[src/rtl/csot_pkg.sv]
`default_nettype none

package csot_pkg;

  // Coordinate width; the difference, square and product widths below follow from it.
  localparam int COORD_BITS = 24;

  // Difference of two coordinates.
  localparam int DIFF_W = COORD_BITS + 1;
  // One squared difference; its magnitude stays below 2^(2*COORD_BITS).
  localparam int SQ1_W  = 2 * COORD_BITS;
  // Sum of three squares; also the signed product width.
  localparam int SQ_W   = 2 * DIFF_W;
  // Signed dot product ac.ab.
  localparam int E_W    = SQ_W + 1;

  // Radii are fixed unsigned Q11.12 fields.
  localparam int RAD_W  = 23;
  localparam int RSUM_W = RAD_W + 1;
  localparam int RSQ_W  = 2 * RSUM_W;

  // Result distance field.
  localparam int DIST_W = 52;
  localparam logic [DIST_W-1:0] DIST_MAX = '1;

  // Common width for the final compares.
  localparam int CMP_W = (SQ_W >= DIST_W) ?
                         ((SQ_W >= RSQ_W) ? SQ_W : RSQ_W) :
                         ((DIST_W >= RSQ_W) ? DIST_W : RSQ_W);

  // Payload carried through the divider stages.
  // eq holds the not yet consumed bits of e on top and the quotient below.
  typedef struct packed {
    logic [SQ_W-1:0]  rem;
    logic [SQ_W-1:0]  eq;
    logic [SQ_W-1:0]  e;
    logic [SQ_W-1:0]  f;
    logic [SQ_W-1:0]  base;
    logic [RSQ_W-1:0] rsq;
    logic             interior;
  } csot_div_t;

endpackage

`default_nettype wire

[src/rtl/csot_back.sv]
`default_nettype none

module csot_back (
  input  wire logic                   clk,
  input  wire logic                   rst_n,
  input  wire logic                   adv,
  input  wire logic                   out_ld,
  input  wire logic                   in_v,
  input  wire csot_pkg::csot_div_t    in_d,
  output logic                        last_v,
  output logic                        out_valid,
  output logic                        out_hit,
  output logic [csot_pkg::DIST_W-1:0] out_dist_sq
);
  import csot_pkg::*;

  logic              v_r;
  logic [SQ_W-1:0]   d_r;
  logic [RSQ_W-1:0]  rsq_r;
  logic [CMP_W-1:0]  d_ext;
  logic              hit_nxt;
  logic [DIST_W-1:0] dist_nxt;
  logic              out_valid_r;
  logic              out_hit_r;
  logic [DIST_W-1:0] out_dist_sq_r;

  // quotient sits in eq once all bits of e are consumed
  always_ff @(posedge clk) begin
    if (!rst_n) begin
      v_r <= 1'b0;
    end else if (adv) begin
      v_r <= in_v;
    end
  end

  always_ff @(posedge clk) begin
    if (adv) begin
      d_r   <= in_d.base - (in_d.interior ? in_d.eq : {SQ_W{1'b0}});
      rsq_r <= in_d.rsq;
    end
  end

  always_comb begin
    d_ext    = CMP_W'(d_r);
    hit_nxt  = d_ext <= CMP_W'(rsq_r);
    dist_nxt = (d_ext > CMP_W'(DIST_MAX)) ? DIST_MAX : d_ext[DIST_W-1:0];
  end

  always_ff @(posedge clk) begin
    if (!rst_n) begin
      out_valid_r <= 1'b0;
    end else if (out_ld) begin
      out_valid_r <= v_r;
    end
  end

  always_ff @(posedge clk) begin
    if (out_ld) begin
      out_hit_r     <= hit_nxt;
      out_dist_sq_r <= dist_nxt;
    end
  end

  assign last_v      = v_r;
  assign out_valid   = out_valid_r;
  assign out_hit     = out_hit_r;
  assign out_dist_sq = out_dist_sq_r;

endmodule

`default_nettype wire
[config.mk]
export PLATFORM = sky130hd
export DESIGN_NAME = csot_back
export DESIGN_NICKNAME = d
export VERILOG_FILES = /design/src/rtl/csot_pkg.sv /design/src/rtl/csot_back.sv
export SDC_FILE = /design/constraint.sdc
export NUM_CORES = 1
export LEC_CHECK = 0
export BUFFER_PORTS_ARGS = -buffer_cell sky130_fd_sc_hd__buf_2
export CAP_MARGIN = 15
export CORE_UTILIZATION = 40
export CTS_BUF_LIST = sky130_fd_sc_hd__clkbuf_8
export DETAILED_ROUTE_END_ITERATION = 10
export PLACE_DENSITY = 0.75
export RECOVER_POWER = 50
export SLEW_MARGIN = 25
export SYNTH_ARGS = -nofsm -noshare
export SYNTH_HDL_FRONTEND = slang
export SYNTH_SLANG_ARGS = --single-unit
[constraint.sdc]
create_clock -name clk -period 4.55 [get_ports clk]
set_input_delay 0.2275 -clock clk [delete_from_list [all_inputs] [get_ports clk]]
set_output_delay 0.2275 -clock clk [all_outputs]
set_load 0.03 [all_outputs]
### Word level (Yosys, flattened, before mapping)

Index checks and enable logic that the tools add are counted.

* register bits after elaboration: 151
* bits of input ports: 304
* output and inout bits: 55
* logic and storage cells: 9

* add/sub/neg operators: 1
* $lt $le $gt $ge: 1
* mux-type cells: 1

Operator list (number)
* $le A50 B48 Y1: 1
* $mux W50: 1
* $sub A50 B50 Y50: 1

### Depth between registers and ports, before layout

* word-level depth: 2
* mapped depth: 15
* mapped depth without buffers: 13

### Worst setup path before layout

OpenSTA, ideal clock, no wires.

* kind: input -> register
* from: input in_d[0] in the netlist's numbering
* to: register d_r[44] (data pin)
* library setup time: 0.262 ns
* arrival time: 3.050 ns
* required time: 4.288 ns
* slack: 1.239 ns
* stages: 15
* path buffers: 2
* path through: clkbuf_1 -> clkbuf_1 -> and2_1 -> ha_1 -> inv_1 -> fa_1 -> a211oi_1 -> o211ai_2 -> a41oi_4 -> o31ai_4 -> a31oi_4 -> o21ai_1 -> a221oi_2 -> o21ai_1 -> xor2_1

* cells in the longest elaborated chain, start to end: 2

Ends and longest elaborated chain
* start: declaration: line csot_back.sv:9 `input wire csot_pkg::csot_div_t in_d,`
* $mux W50: line csot_back.sv:38 `d_r <= in_d.base - (in_d.interior ? in_d.eq : {SQ_W{1'b0}});`
* $sub A50 B50 Y50: line csot_back.sv:38
* end signal: assignment: line csot_back.sv:38
* end: declaration: line csot_back.sv:18 `logic [SQ_W-1:0] d_r;`

Every way passes these cells.
A chain may end at the register's enable or synchronous reset.

==> impl_results.md <==
- Seq/Total Area, Yosys: 0.503
- CTS tree: built
- Main flop type after synthesis: edfxtp_1
- # DRC: 0
- Die footprint: 23,000 um^2
- Die X: 152 um
- Slowest cell delay on critical path: 2.36 ns
- CTS Sinks: 151
- Normalized max-slew margin: -1.27
- Initial antenna violation count: 8
- Critical Path RT: 4.87 ns
- 1st-pass router iterations: 5
- Post-route clock period utilization: 0.742
- Met2 usage: 0.294
- Fin. max-slew vios: 118
- Hold EP: last_v
- Post-CTS sizing: 0
- Crit-path cells: clkbuf_1 -> buf_4 -> mux2i_1 -> nor2b_1
- Crit Reg-Reg Startpoint: d_r[23]
- Final WL: 23.0 mm
- Fmax: 296 MHz
- Synth Register Bits: 151
- Grt met1 use: 0.284
- Crit path max-delay cell type: clkbuf_1
- Num rows: 54
- Worst skew pair latency: 0.43 ns
- CTS Buf Count: 17
- GRT Util Overall: 0.196
- Unrepaired setup endpoints after global routing: false
- Via count: 7,021
- Setup Total Neg Slack: 0 ns
- Largest net degree at the start of global routing: 65
- Vias in the first global route: 6,738
- WP data arrival: 3.70 ns
- R2r endpoint: out_hit
- R2R depth: 10
- Async SR Flop Fraction: 0
- Starting density of the core: 0.410
- Worst Hold Launch: rst_n
- Port bufs: 206
- Mean post-synth cell area: 11.2 um^2
- Crit. End Element: flop
- Worst R2R Setup Slack: 2.07 ns
- Global-route wire length before repair: 35.4 mm
- Failing checks: max-capacitance violations, max-slew violations
- Multi-input gate area: 4130 um^2
- Max Buffers Root-to-Sink: 2
- GR peak layer: met2
- CP max FO: 64
- Filler cell count: 1,994
- Fin. Hold Viols: 0
- Worst slew pin tran: 3.40 ns
- Core area: 21,900 um^2
- Final setup vio count: 0
- Worst setup SP type: input pin
- Worst hold stages: 2
- Die Y: 152 um
- Post-placement cell area: 10,300 um^2
- HP Class: input pin to flop
- MaxCap Viol Count: 2
- WS Path Type: input pin to flop
- Maximum VDD drop: 0.156 mV
- H-tree lvl count: 4
- EDFF count, synth: 149
- Yosys warns: 0
- PD cells: 346 nW/um^2
- Clock Tree Root: clkbuf_8
- Status: complete, but fails checks
- Overflow left after global routing: 0
- Layout cells sized above 1: 0.234
- Post-route cell area: 11,200 um^2
- Synth unique cells: 69
- Clock Pin Slew Worst Setup and Hold Paths: 0.08 ns
- I/O Pins: 359
- Lkg Pwr: 4.89 nW
- P&R area growth vs syn: 24.3%
- Final #Nets: 1,458
- Register area: 4510 um^2
- Post-detailed-route via-to-cell ratio: 5.20
- Routability congestion estimate from global placement: 0.863
- Synth Instances: 798
- DR iter-0 viols: 540
- Min Clock Period, post-route: 3.37 ns
- Worst Clk Skew: 0.0128 ns
- Met3 usage: 0.0411
- Cell Area, Synth: 8980 um^2
- Routed Antenna Nets: 0
- Avg WL per Cell: 17.0 um
- Final Hold Slack: 0.0341 ns
- Dpl hpwl: 18.0 mm
[worst max-delay path by stage]
| stage | startpoint | slack (ns) | depth (start not counted) | to |
|---|---|---|---|---|
| global placement | in_d[0] | 0.92 | 13 | d_r[44] |
| global route | adv | 0.87 | 4 | last_v |
| detailed placement | in_d[0] | 0.89 | 13 | d_r[44] |
| finish | adv | 1.18 | 4 | last_v |
| floorplan | in_d[0] | 1.24 | 15 | d_r[44] |
| CTS | in_d[0] | 1.36 | 13 | d_r[44] |
[metal layers]
| layer | vias up | share of wire |
|---|---|---|
| met4 | 4 | 0.016 |
| met1 | 3244 | 0.49 |
| met3 | 28 | 0.067 |
| met2 | 273 | 0.43 |
| li1 | 3472 | - |
| met5 | - | 0.00096 |
[layout make-up]
cell class,instances,share of cell area
timing repair buffer,257,0.137
clock inverter,15,0.0137
clock buffer,17,0.0210
tap,280,0.0314
sequential,151,0.405
inverter,63,0.0212
antenna,5,0.00112
multi-input combinational,561,0.370
[power breakdown]
part	switching [mW]	total, mW	internal, mW
logic	0.627	1.05	0.418
registers	0.0738	1.83	1.75
clock network	0.502	0.992	0.490
total	1.20	3.86	2.66
[per-stage QoR]
| stage | setup WS [ns] | utilization | cells | total power [mW] |
|---|---|---|---|---|
| 2_1_floorplan | 1.24 | - | 799 | 2.50 |
| 3_3_place_gp | 0.920 | 0.471 | 1264 | 2.82 |
| 3_5_place_dp | 0.891 | 0.471 | 1264 | 2.86 |
| 4_1_cts | 1.36 | 0.510 | 1344 | 3.88 |
| 5_1_grt | 0.872 | 0.510 | 1347 | 4.06 |
| 6_report | 1.18 | 0.510 | 1349 | 3.86 |
[kinds of logic after synthesis]
logic type,after synthesis,synth area share
AOI/OAI and AO/OA,215,0.167
buffers and inverters,87,0.0374
and+or+nand+nor,195,0.103
muxes,2,0.00223
DFF,151,0.503
other,1,0.000418
xor gates and xnor gates,44,0.0429
adders and majority gates,103,0.144
[what timing repair did]
item / in CTS / in global routing
endpoints found under the hold margin: 48 / 0
setup buffers: 0 / 0
hold buffers: 48 / 0
[critical path: cells and delay by family]
kind | cells | cell delay [ns]
AND/OR/NAND/NOR | 1 | 0.06
buffers and inverters | 2 | 3.10
multiplexers | 1 | 0.24
[layout by cell type (no fill, tap or decap), types with 25 or more instances in the layout]
cell type / count
buf_2: 194
edfxtp_1: 149
ha_1: 102
nand2_1: 87
a21oi_1: 69
inv_1: 65
dlygate4sd3_1: 48
a21o_1: 45
nor2_1: 31
o21ai_0: 28
xnor2_1: 25
[flip-flops by register name, summed over array words and instances, names as in the netlist]
register	flops
d_r	50
last_v	1
out_dist_sq	50
out_hit	1
rsq_r	48
out_valid	1
[Yosys cell counts (5+ instances only)]
| cell | number | area (um^2) |
|---|---|---|
| clkbuf_1 | 20 | 75.1 |
| o21ai_1 | 5 | 25.0 |
| edfxtp_1 | 149 | 4470 |
| nand3_1 | 16 | 80.1 |
| inv_1 | 63 | 236 |
| a21oi_1 | 69 | 345 |
| or3_1 | 5 | 31.3 |
| o21bai_1 | 8 | 60.1 |
| ha_1 | 102 | 1280 |
| o211ai_1 | 5 | 37.5 |
| nor2_1 | 31 | 116 |
| nor2b_1 | 8 | 50.1 |
| xnor2_1 | 25 | 219 |
| xor2_1 | 19 | 166 |
| nand4_1 | 24 | 150 |
| nand2_1 | 87 | 327 |
| o21ai_0 | 28 | 140 |
| a211oi_1 | 5 | 37.5 |
| a21o_1 | 45 | 338 |
Note: power is estimated with default switching activity, not from simulation.
