### src/rtl/csot_pkg.sv
`default_nettype none

package csot_pkg;

  // Coordinate width; the difference, square and product widths below follow from it.
  localparam int COORD_BITS = 24;

  // Difference of two coordinates.
  localparam int DIFF_W = COORD_BITS + 1;
  // One squared difference; its magnitude stays below 2^(2*COORD_BITS).
  localparam int SQ1_W  = 2 * COORD_BITS;
  // Sum of three squares; also the signed product width.
  localparam int SQ_W   = 2 * DIFF_W;
  // Signed dot product ac.ab.
  localparam int E_W    = SQ_W + 1;

  // Radii are fixed unsigned Q11.12 fields.
  localparam int RAD_W  = 23;
  localparam int RSUM_W = RAD_W + 1;
  localparam int RSQ_W  = 2 * RSUM_W;

  // Result distance field.
  localparam int DIST_W = 52;
  localparam logic [DIST_W-1:0] DIST_MAX = '1;

  // Common width for the final compares.
  localparam int CMP_W = (SQ_W >= DIST_W) ?
                         ((SQ_W >= RSQ_W) ? SQ_W : RSQ_W) :
                         ((DIST_W >= RSQ_W) ? DIST_W : RSQ_W);

  // Payload carried through the divider stages.
  // eq holds the not yet consumed bits of e on top and the quotient below.
  typedef struct packed {
    logic [SQ_W-1:0]  rem;
    logic [SQ_W-1:0]  eq;
    logic [SQ_W-1:0]  e;
    logic [SQ_W-1:0]  f;
    logic [SQ_W-1:0]  base;
    logic [RSQ_W-1:0] rsq;
    logic             interior;
  } csot_div_t;

endpackage

`default_nettype wire

### src/rtl/csot_div_step.sv
`default_nettype none

module csot_div_step (
  input  wire logic                clk,
  input  wire logic                rst_n,
  input  wire logic                adv,
  input  wire logic                in_v,
  input  wire csot_pkg::csot_div_t in_d,
  output logic                     out_v,
  output csot_pkg::csot_div_t      out_d
);
  import csot_pkg::*;

  // One bit of e*e/f: rem = 2*rem + bit*e, then subtract f up to twice.
  logic [SQ_W+2:0] t0;
  logic [SQ_W+2:0] t1;
  logic [SQ_W+2:0] t2;
  logic [SQ_W-1:0] eq_shift;
  csot_div_t       out_d_nxt;
  logic            out_v_r;
  csot_div_t       out_d_r;

  always_comb begin
    t0 = {2'b00, in_d.rem, 1'b0}
       + (in_d.eq[SQ_W-1] ? {3'b000, in_d.e} : {(SQ_W+3){1'b0}});
    t1 = t0 - {3'b000, in_d.f};
    t2 = t0 - {2'b00, in_d.f, 1'b0};
    eq_shift = {in_d.eq[SQ_W-2:0], 1'b0};

    out_d_nxt = in_d;
    if (!t2[SQ_W+2]) begin
      out_d_nxt.rem = t2[SQ_W-1:0];
      out_d_nxt.eq  = eq_shift + SQ_W'(2);
    end else if (!t1[SQ_W+2]) begin
      out_d_nxt.rem = t1[SQ_W-1:0];
      out_d_nxt.eq  = eq_shift + SQ_W'(1);
    end else begin
      out_d_nxt.rem = t0[SQ_W-1:0];
      out_d_nxt.eq  = eq_shift;
    end
  end

  always_ff @(posedge clk) begin
    if (!rst_n) begin
      out_v_r <= 1'b0;
    end else if (adv) begin
      out_v_r <= in_v;
    end
  end

  always_ff @(posedge clk) begin
    if (adv) begin
      out_d_r <= out_d_nxt;
    end
  end

  assign out_v = out_v_r;
  assign out_d = out_d_r;

endmodule

`default_nettype wire

### config.mk
export PLATFORM = sky130hd
export DESIGN_NAME = csot_div_step
export DESIGN_NICKNAME = d
export VERILOG_FILES = /design/src/rtl/csot_pkg.sv /design/src/rtl/csot_div_step.sv
export SDC_FILE = /design/constraint.sdc
export NUM_CORES = 1
export LEC_CHECK = 0
export BUFFER_PORTS_ARGS = -buffer_cell sky130_fd_sc_hd__buf_2
export CAP_MARGIN = 20
export CELL_PAD_IN_SITES_DETAIL_PLACEMENT = 1
export CELL_PAD_IN_SITES_GLOBAL_PLACEMENT = 2
export CORE_ASPECT_RATIO = 0.9
export CORE_UTILIZATION = 29
export DETAILED_ROUTE_END_ITERATION = 8
export PLACE_DENSITY = 0.81
export RECOVER_POWER = 100
export SLEW_MARGIN = 15
export SYNTH_ARGS = -nofsm -noshare
export SYNTH_HDL_FRONTEND = slang
export SYNTH_SLANG_ARGS = --single-unit
### constraint.sdc
create_clock -name clk -period 5.49 [get_ports clk]
set_input_delay 0.549 -clock clk [delete_from_list [all_inputs] [get_ports clk]]
set_output_delay 0.549 -clock clk [all_outputs]
set_load 0.03 [all_outputs]
* After elaboration in Yosys (flattened, before gate mapping)
Index checks and enable logic that the tools add are counted.
** Word-level totals
- Flip-flop bits (word level) :: 300
- Input port bits :: 303
- Logic and storage cells :: 16
** Cells by class
- $add $sub $neg :: 5
- Multiplexer cells :: 3
** Operator list (count)
- 2-to-1 mux 100 bit :: 2
- subtractor 52 x 50 -> 53 bit :: 1
- subtractor 52 x 51 -> 53 bit :: 1
- adder 51 x 50 -> 52 bit :: 1
- adder 50 x 1 -> 50 bit (second input constant) :: 1
- adder 50 x 2 -> 50 bit (second input constant) :: 1
- 2-to-1 mux 50 bit :: 1

* Longest topological paths before layout
Gate-level depths: netlist of the first run.
- Depth in word-level cells :: 5
- Mapped depth :: 28

* Worst setup path after synthesis of the first run
Ideal clock, no wire load.
- Path type :: in2reg
- From :: in in_d[248] (netlist name)
- To :: reg out_d_r (netlist bit out_d[294]) (data pin)
- Library setup time :: 0.261 ns
- Arrival :: 5.747 ns
- Data required time :: 5.229 ns
- Slack :: -0.518 ns
- Cell stages on the path :: 26
- Buffers on the path :: 3
- Path through :: clkbuf_1 and2_1 ha_1 fa_1 a211oi_1 o21ai_1 o21ai_0 a31oi_1 or2_2 a31oi_1 o31a_1 o21bai_1 xor2_1 ha_1 and2_1 o21ai_0 o21ai_0 a31oi_1 o211a_1 a21oi_1 o21ai_0 a31oi_1 or3_1 buf_2 buf_6 o311a_1
** RTL lines
- from (decl) :: line csot_div_step.sv:8 : input wire csot_pkg::csot_div_t in_d,
- to (signal assigned) :: line csot_div_step.sv:53 : out_d_r <= out_d_nxt;
- to (decl) :: line csot_div_step.sv:21 : csot_div_t out_d_r;

==> results of run 1 <==
-- worst paths after layout --
| kind | to | start | cells after the start |
|---|---|---|---|
| setup / recovery | out_d[267]$_DFFE_PP_ | in_d[248] | 28 |
| hold / removal | out_d[96]$_DFFE_PP_ | in_d[96] | 1 |
| setup reg to reg | out_v$_SDFFE_PN0P_ | out_v$_SDFFE_PN0P_ | 2 |
| hold reg to reg | out_v$_SDFFE_PN0P_ | out_v$_SDFFE_PN0P_ | 2 |
-- metal layers --
metal / up-vias / track usage, %
met5: - / 0
met4: 2 / 6.48
met3: 126 / 3.71
met2: 588 / 40.8
met1: 9755 / 28.8
li1: 9406 / -
-- power breakdown --
group / total [uW] / leakage (uW) / switching [uW] / internal [uW]
clock network: 2490 / 0.000573 / 1070 / 1420
logic: 5190 / 0.00938 / 3000 / 2200
registers: 3080 / 0.00293 / 157 / 2920
total: 10800 / 0.0129 / 4220 / 6540
-- cells by family (layout without fill, tap and decap cells) --
| group | count (synthesis) | in the layout | synth area share [%] |
|---|---|---|---|
| AOI/OAI and AO/OA | 531 | 531 | 17.6 |
| buffers and inverters | 161 | 1330 | 3.21 |
| muxes | 18 | 18 | 0.926 |
| xor gates and xnor gates | 168 | 168 | 7.51 |
| adders and majority gates | 153 | 153 | 9.89 |
| other | 0 | 1 | 0 |
| and+or+nand+nor | 584 | 584 | 14.9 |
| DFF | 300 | 300 | 45.9 |
-- state kept, by name (all words and copies together) (netlist names) --
register	flops
out_v	1
out_d	299
-- critical path: cells and delay by family --
| kind | cells | cell delay, ps |
|---|---|---|
| simple gates | 6 | 870 |
| buf+inv | 5 | 830 |
| fa+ha+maj | 3 | 800 |
| compound gates | 13 | 2620 |
| xor+xnor | 1 | 140 |
-- stage by stage --
step | hold slack, ps | instance area, um2 | power, uW
global route | 125 | 29600 | 11300
detailed placement | 532 | 27600 | 7940
global placement | 495 | 27600 | 7830
CTS | 115 | 29100 | 10600
finish | 148 | 29600 | 10800
floorplan | 640 | 19700 | 5630
-- synth_stat cells, drive strengths merged, types with 12 or more instances --
library cell  number
edfxtp           299
nand2            179
a21oi            158
ha               150
nor2             128
xnor2            107
inv              101
o21ai             85
a21o              84
and2              68
xor2              61
nand3             53
clkbuf            43
a31oi             39
nand4             31
a211oi            26
nor3              26
and3              25
o21bai            20
buf               17
mux2i             17
o21a              17
nor2b             14
and4              12
o211ai            12
or3               12
-- cell type report --
class / instances / area [um2]
inverter: 101 / 379
antenna: 1 / 2.50
fill: 7848 / 37300
timing repair buffer: 1164 / 7060
multi-input combinational: 1454 / 10900
clock buffer: 43 / 970
tap: 874 / 1090
sequential: 300 / 9000
clock inverter: 22 / 230
-- repair_timing --
action,CTS,global route
pin swaps,20,74
endpoints found under the setup margin,100,98
buffers inserted,4,26
cloned,0,5
resized for setup,53,152
hold buffers,0,0
==> key figures, run 1 <==
Worst hold path
  • HP Class: primary input to flop

Die
  • Die Wd: 276 um
  • Io pins: 603
  • Core ar.: 66900 um2
  • Starting Density: 29.3%
  • Total Die Area: 68600 um2
  • Die boundary height: 249 um
  • Site row count: 90

Placement
  • Buffers on Ports: 602
  • Routability Congestion: 0.892
  • Setup Slack @ Placement: -1420 ps
  • Dpl hpwl: 67.5 mm
  • Placed cell count: 3859

Drt
  • Antenna viol nets, final: 0
  • TritonRoute pass-1 iters: 5
  • Met2 WL: 41.6 mm
  • Number of remaining DRC errors: 0
  • DR vias: 19900
  • Final wirelength: 84.6 mm
  • Met3 wire len: 4.73 mm
  • Vias per cell: 5.02
  • Wirelength per Cell: 21.4 um
  • Iteration-0 DRC Markers: 855
  • Met1 WL: 35.8 mm
  • Max layer used: met5

Global route
  • Initial antenna violation count: 2
  • Maximum number of pins on one net before global-route repair: 168
  • Total grt overflow: 0
  • First-pass GRT wire length: 123 mm
  • Vias in the first global route: 21200
  • Total track usage: 23.2%

Clocking
  • H-tree depth: 2
  • CTS Buffer Depth: 3
  • CTS sink count: 300
  • CTS tree: done
  • CTS Buf Count: 37
  • Root Driver: clkbuf_16
  • Clk Latency, worst-skew pair: 570 ps
  • Clock-pin slew on the worst setup and hold paths: 70 ps

Run
  • Max-Cap Viols: 2

Logic synthesis
  • Largest area contributor in the netlist: edfxtp_1
  • Synth area leaders: edfxtp_1 46%, ha_1 9.6%, xnor2_1 4.8%
  • Share of the synthesized area in the top cell type: 45.8%
  • Synth warn: 0
  • Post-synth EDFFs: 299
  • Main flop type after synthesis: edfxtp_1
  • Post-synthesis sequential area ratio: 45.9%
  • Synthesized area: 19600 um2
  • Distinct cells, synth: 77
  • Synth async-reset ratio: 0%
  • Mapped Avg Cell Area: 10.2 um2
  • Cells after Synth: 1915
  • Syn Nets: 2371
  • Seq cells post-synth: 300

Critical path
  • CP Capture Type: flop
  • Critical Path Most Common Cell: buf_4
  • CP max stage cell: fa_2
  • Max FO, Critical Path: 12
  • R2R Setup Slk: 4780 ps
  • Crit-path max cell delay: 370 ps
  • CP Data Required Time: 5830 ps
  • Startpoint Class: primary input
  • Setup Crit Path Kind: primary input to flop
  • WP data arrival: 5840 ps

STA
  • Fin. Hold Viols: 0
  • Final period util: 100%
  • Final setup vio count: 2
  • Fmax: 182 MHz
  • Final WS setup: -7.82 ps
  • Max_slew headroom: -193%
  • Max Slew Vio Count: 302
  • Setup total negative slack: -8.92 ps
  • Fin crit period: 5500 ps
  • RSZ-0062 raised after global routing: yes
  • Worst slew pin tran: 4390 ps
  • Final Skew: 0 ps

Layout
  • Finished Core Util: 44.2%
  • Area grow syn2layout: 51.0%
  • Commonest non-fill, non-tap cells in the layout: 527 x buf_4, 391 x clkbuf_1, 299 x edfxtp_1, 214 x buf_2, 172 x nand2_1
  • Most common cell after layout, fill and taps aside: buf_4
  • Ratio of cells with drive above 1 in the final layout: 31.9%
  • Non-filler instance count after layout: 3959
  • Net count, final: 3514

Power
  • Leak pwr: 0.0129 uW
  • Worst vdd ir: 0.242 mV
  • Pwr dens: 364 nW/um2

Status
  • Failing checks: capacitance limit, slew limit, setup timing
  • Status: finished with violations
Power figures use the tool's default switching activity.
==> run 2: changes to the inputs <==
- CORE_UTILIZATION: 29 -> 34
- PLACE_DENSITY: 0.81 -> 0.89
- clock period: 5.49 -> 6.6 ns (I/O delays scaled with it)
==> run 2 against run 1 <==
Compared with the run above:
- the run ends with capacitance limit, slew limit left
- global-route usage increased by 3.1 points
- core utilization rose by 1.7 points
- total power is 24% lower
- combinational power decreased by 30%
- register-to-register slack improved by 1100 ps
- critical endpoint is now out_d[217]$_DFFE_PP_
- highest routed layer unchanged
==> key figures, run 2 (synthesized netlist as in run 1, its figures left out) <==
Placement
  • Routability Congestion: 0.951
  • Placed cell count: 3505
  • Buffers on Ports: 602
  • Dpl hpwl: 64.8 mm

Critical path
  • CP Capture Type: flop
  • Crit-path max cell delay: 420 ps
  • Crit path max-delay family: compound AO/OA/AOI/OAI gates
  • WP depth: 27
  • Setup Crit Path Kind: primary input to flop
  • Max FO, Critical Path: 18
  • CP Data Required Time: 6920 ps
  • CP max stage cell: o311a_1
  • WP buf/inv: 5
  • RR Endpoint: out_v$_SDFFE_PN0P_
  • WP data arrival: 6670 ps
  • Worst Reg-to-Reg Cells: 2
  • R2R Setup Slk: 5930 ps
  • Critical path capture point: out_d[217]$_DFFE_PP_
  • R2R Path Start: out_v$_SDFFE_PN0P_
  • Startpoint Class: primary input
  • Critical Path Source: in_d[248]

Drt
  • Number of remaining DRC errors: 0
  • Antenna viol nets, final: 0
  • DR vias: 18800
  • Wirelength per Cell: 22.3 um
  • Final wirelength: 79.7 mm
  • Vias per cell: 5.25
  • TritonRoute pass-1 iters: 5
  • Iteration-0 DRC Markers: 973

STA
  • Final setup vio count: 0
  • Max Slew Vio Count: 81
  • RSZ-0062 raised after global routing: no
  • Worst slew pin tran: 4870 ps
  • Fin. Hold Viols: 0
  • Fin crit period: 6350 ps
  • Final Skew: 0 ps
  • Worst Hold Slack: 262 ps
  • Fmax: 157 MHz
  • Final period util: 96.2%
  • Setup total negative slack: 0 ps
  • Max_slew headroom: -224%

Layout
  • Commonest non-fill, non-tap cells in the layout: 386 x clkbuf_1, 299 x edfxtp_1, 264 x buf_4, 224 x buf_2, 179 x nand2_1
  • Net count, final: 3236
  • Most common cell after layout, fill and taps aside: clkbuf_1
  • FF/Latch Area: 9000 um2
  • Area grow syn2layout: 33.8%
  • Non-filler instance count after layout: 3576
  • Area of the multi-input gates: 9990 um2
  • Number of flip-flops in the largest register: 299
  • Ratio of cells with drive above 1 in the final layout: 20.9%
  • Fillers: 6859

Die
  • Io pins: 603
  • Site row count: 83
  • Die boundary height: 230 um
  • Total Die Area: 58600 um2
  • Starting Density: 34.4%
  • Core ar.: 57000 um2
  • Die Wd: 255 um

Global route
  • Vias in the first global route: 19900
  • Initial antenna violation count: 4
  • Maximum number of pins on one net before global-route repair: 169
  • First-pass GRT wire length: 117 mm
  • Total track usage: 26.3%
  • Total grt overflow: 0

Clocking
  • Clk Latency, worst-skew pair: 560 ps
  • CTS tree: done
  • Root Driver: clkbuf_16
  • CTS Buffer Depth: 3
  • Clock-pin slew on the worst setup and hold paths: 60 ps
  • H-tree depth: 2
  • Hold buffer count at cts: 0
  • CTS Buf Count: 37
  • CTS sink count: 300

Run
  • Max-Cap Viols: 2

Power
  • Clock share of power: 24.3%
  • Internal: 4900 uW
  • Flop pwr share: 31.4%
  • Switching pwr: 3250 uW
  • Leak pwr: 0.0112 uW
  • Sw frac: 39.9%
  • Worst vdd ir: 0.184 mV
  • Logic gate share of total power: 44.3%
  • Pwr dens: 311 nW/um2

Status
  • Status: finished with violations
  • Failing checks: capacitance limit, slew limit

Worst hold path
  • HP Class: primary input to flop
-- run 2: per-layer routing --
metal | routed length [um] | track usage, %
met1 | 34000 | 32.8
met3 | 5130 | 5.55
met2 | 37300 | 43.6
met5 | 16 | 0
met4 | 3310 | 11.1
-- run 2: final cells by class --
cell class | instances | area share, %
multi-input combinational | 1454 | 38.1
clock buffer | 40 | 3.66
tap | 765 | 3.65
clock inverter | 26 | 0.769
timing repair buffer | 886 | 18.0
sequential | 300 | 34.3
inverter | 101 | 1.45
antenna | 4 | 0.0382
-- run 2: how the worst min path moves through the flow --
stage                  startpoint             endpoint  slack (ps)  cells after the start
2_1_floorplan  out_v$_SDFFE_PN0P_   out_v$_SDFFE_PN0P_         640                      2
6_report                  in_d[8]   out_d[8]$_DFFE_PP_         260                      1
4_1_cts                   in_d[8]   out_d[8]$_DFFE_PP_         220                      1
3_5_place_dp   out_v$_SDFFE_PN0P_   out_v$_SDFFE_PN0P_         520                      2
5_1_grt                  in_d[24]  out_d[24]$_DFFE_PP_         240                      1
3_3_place_gp   out_v$_SDFFE_PN0P_   out_v$_SDFFE_PN0P_         510                      2
-- run 2: repair_timing --
item	4_1_cts	5_1_grt
endpoints found under the setup margin	0	52
gates resized for setup	0	6
buffers inserted	0	1
-- run 2: stage by stage --
stage	total power [uW]	util, %	cell area (um2)	setup WS [ps]
floorplan	4660	-	19600	481
finish	8150	46.0	26200	249
global placement	6140	44.8	25600	-123
detailed placement	6230	44.8	25600	-357
CTS	8250	46.9	26700	215
global route	8560	46.0	26200	17.5
-- run 2: power groups by stage --
stage | combinational [uW] | clock [uW] | sequential, uW
2_1_floorplan | 1640 | 0 | 3020
3_3_place_gp | 3560 | 0 | 2580
3_5_place_dp | 3650 | 0 | 2580
4_1_cts | 3670 | 2030 | 2550
5_1_grt | 3890 | 2090 | 2570
6_report | 3610 | 1980 | 2560
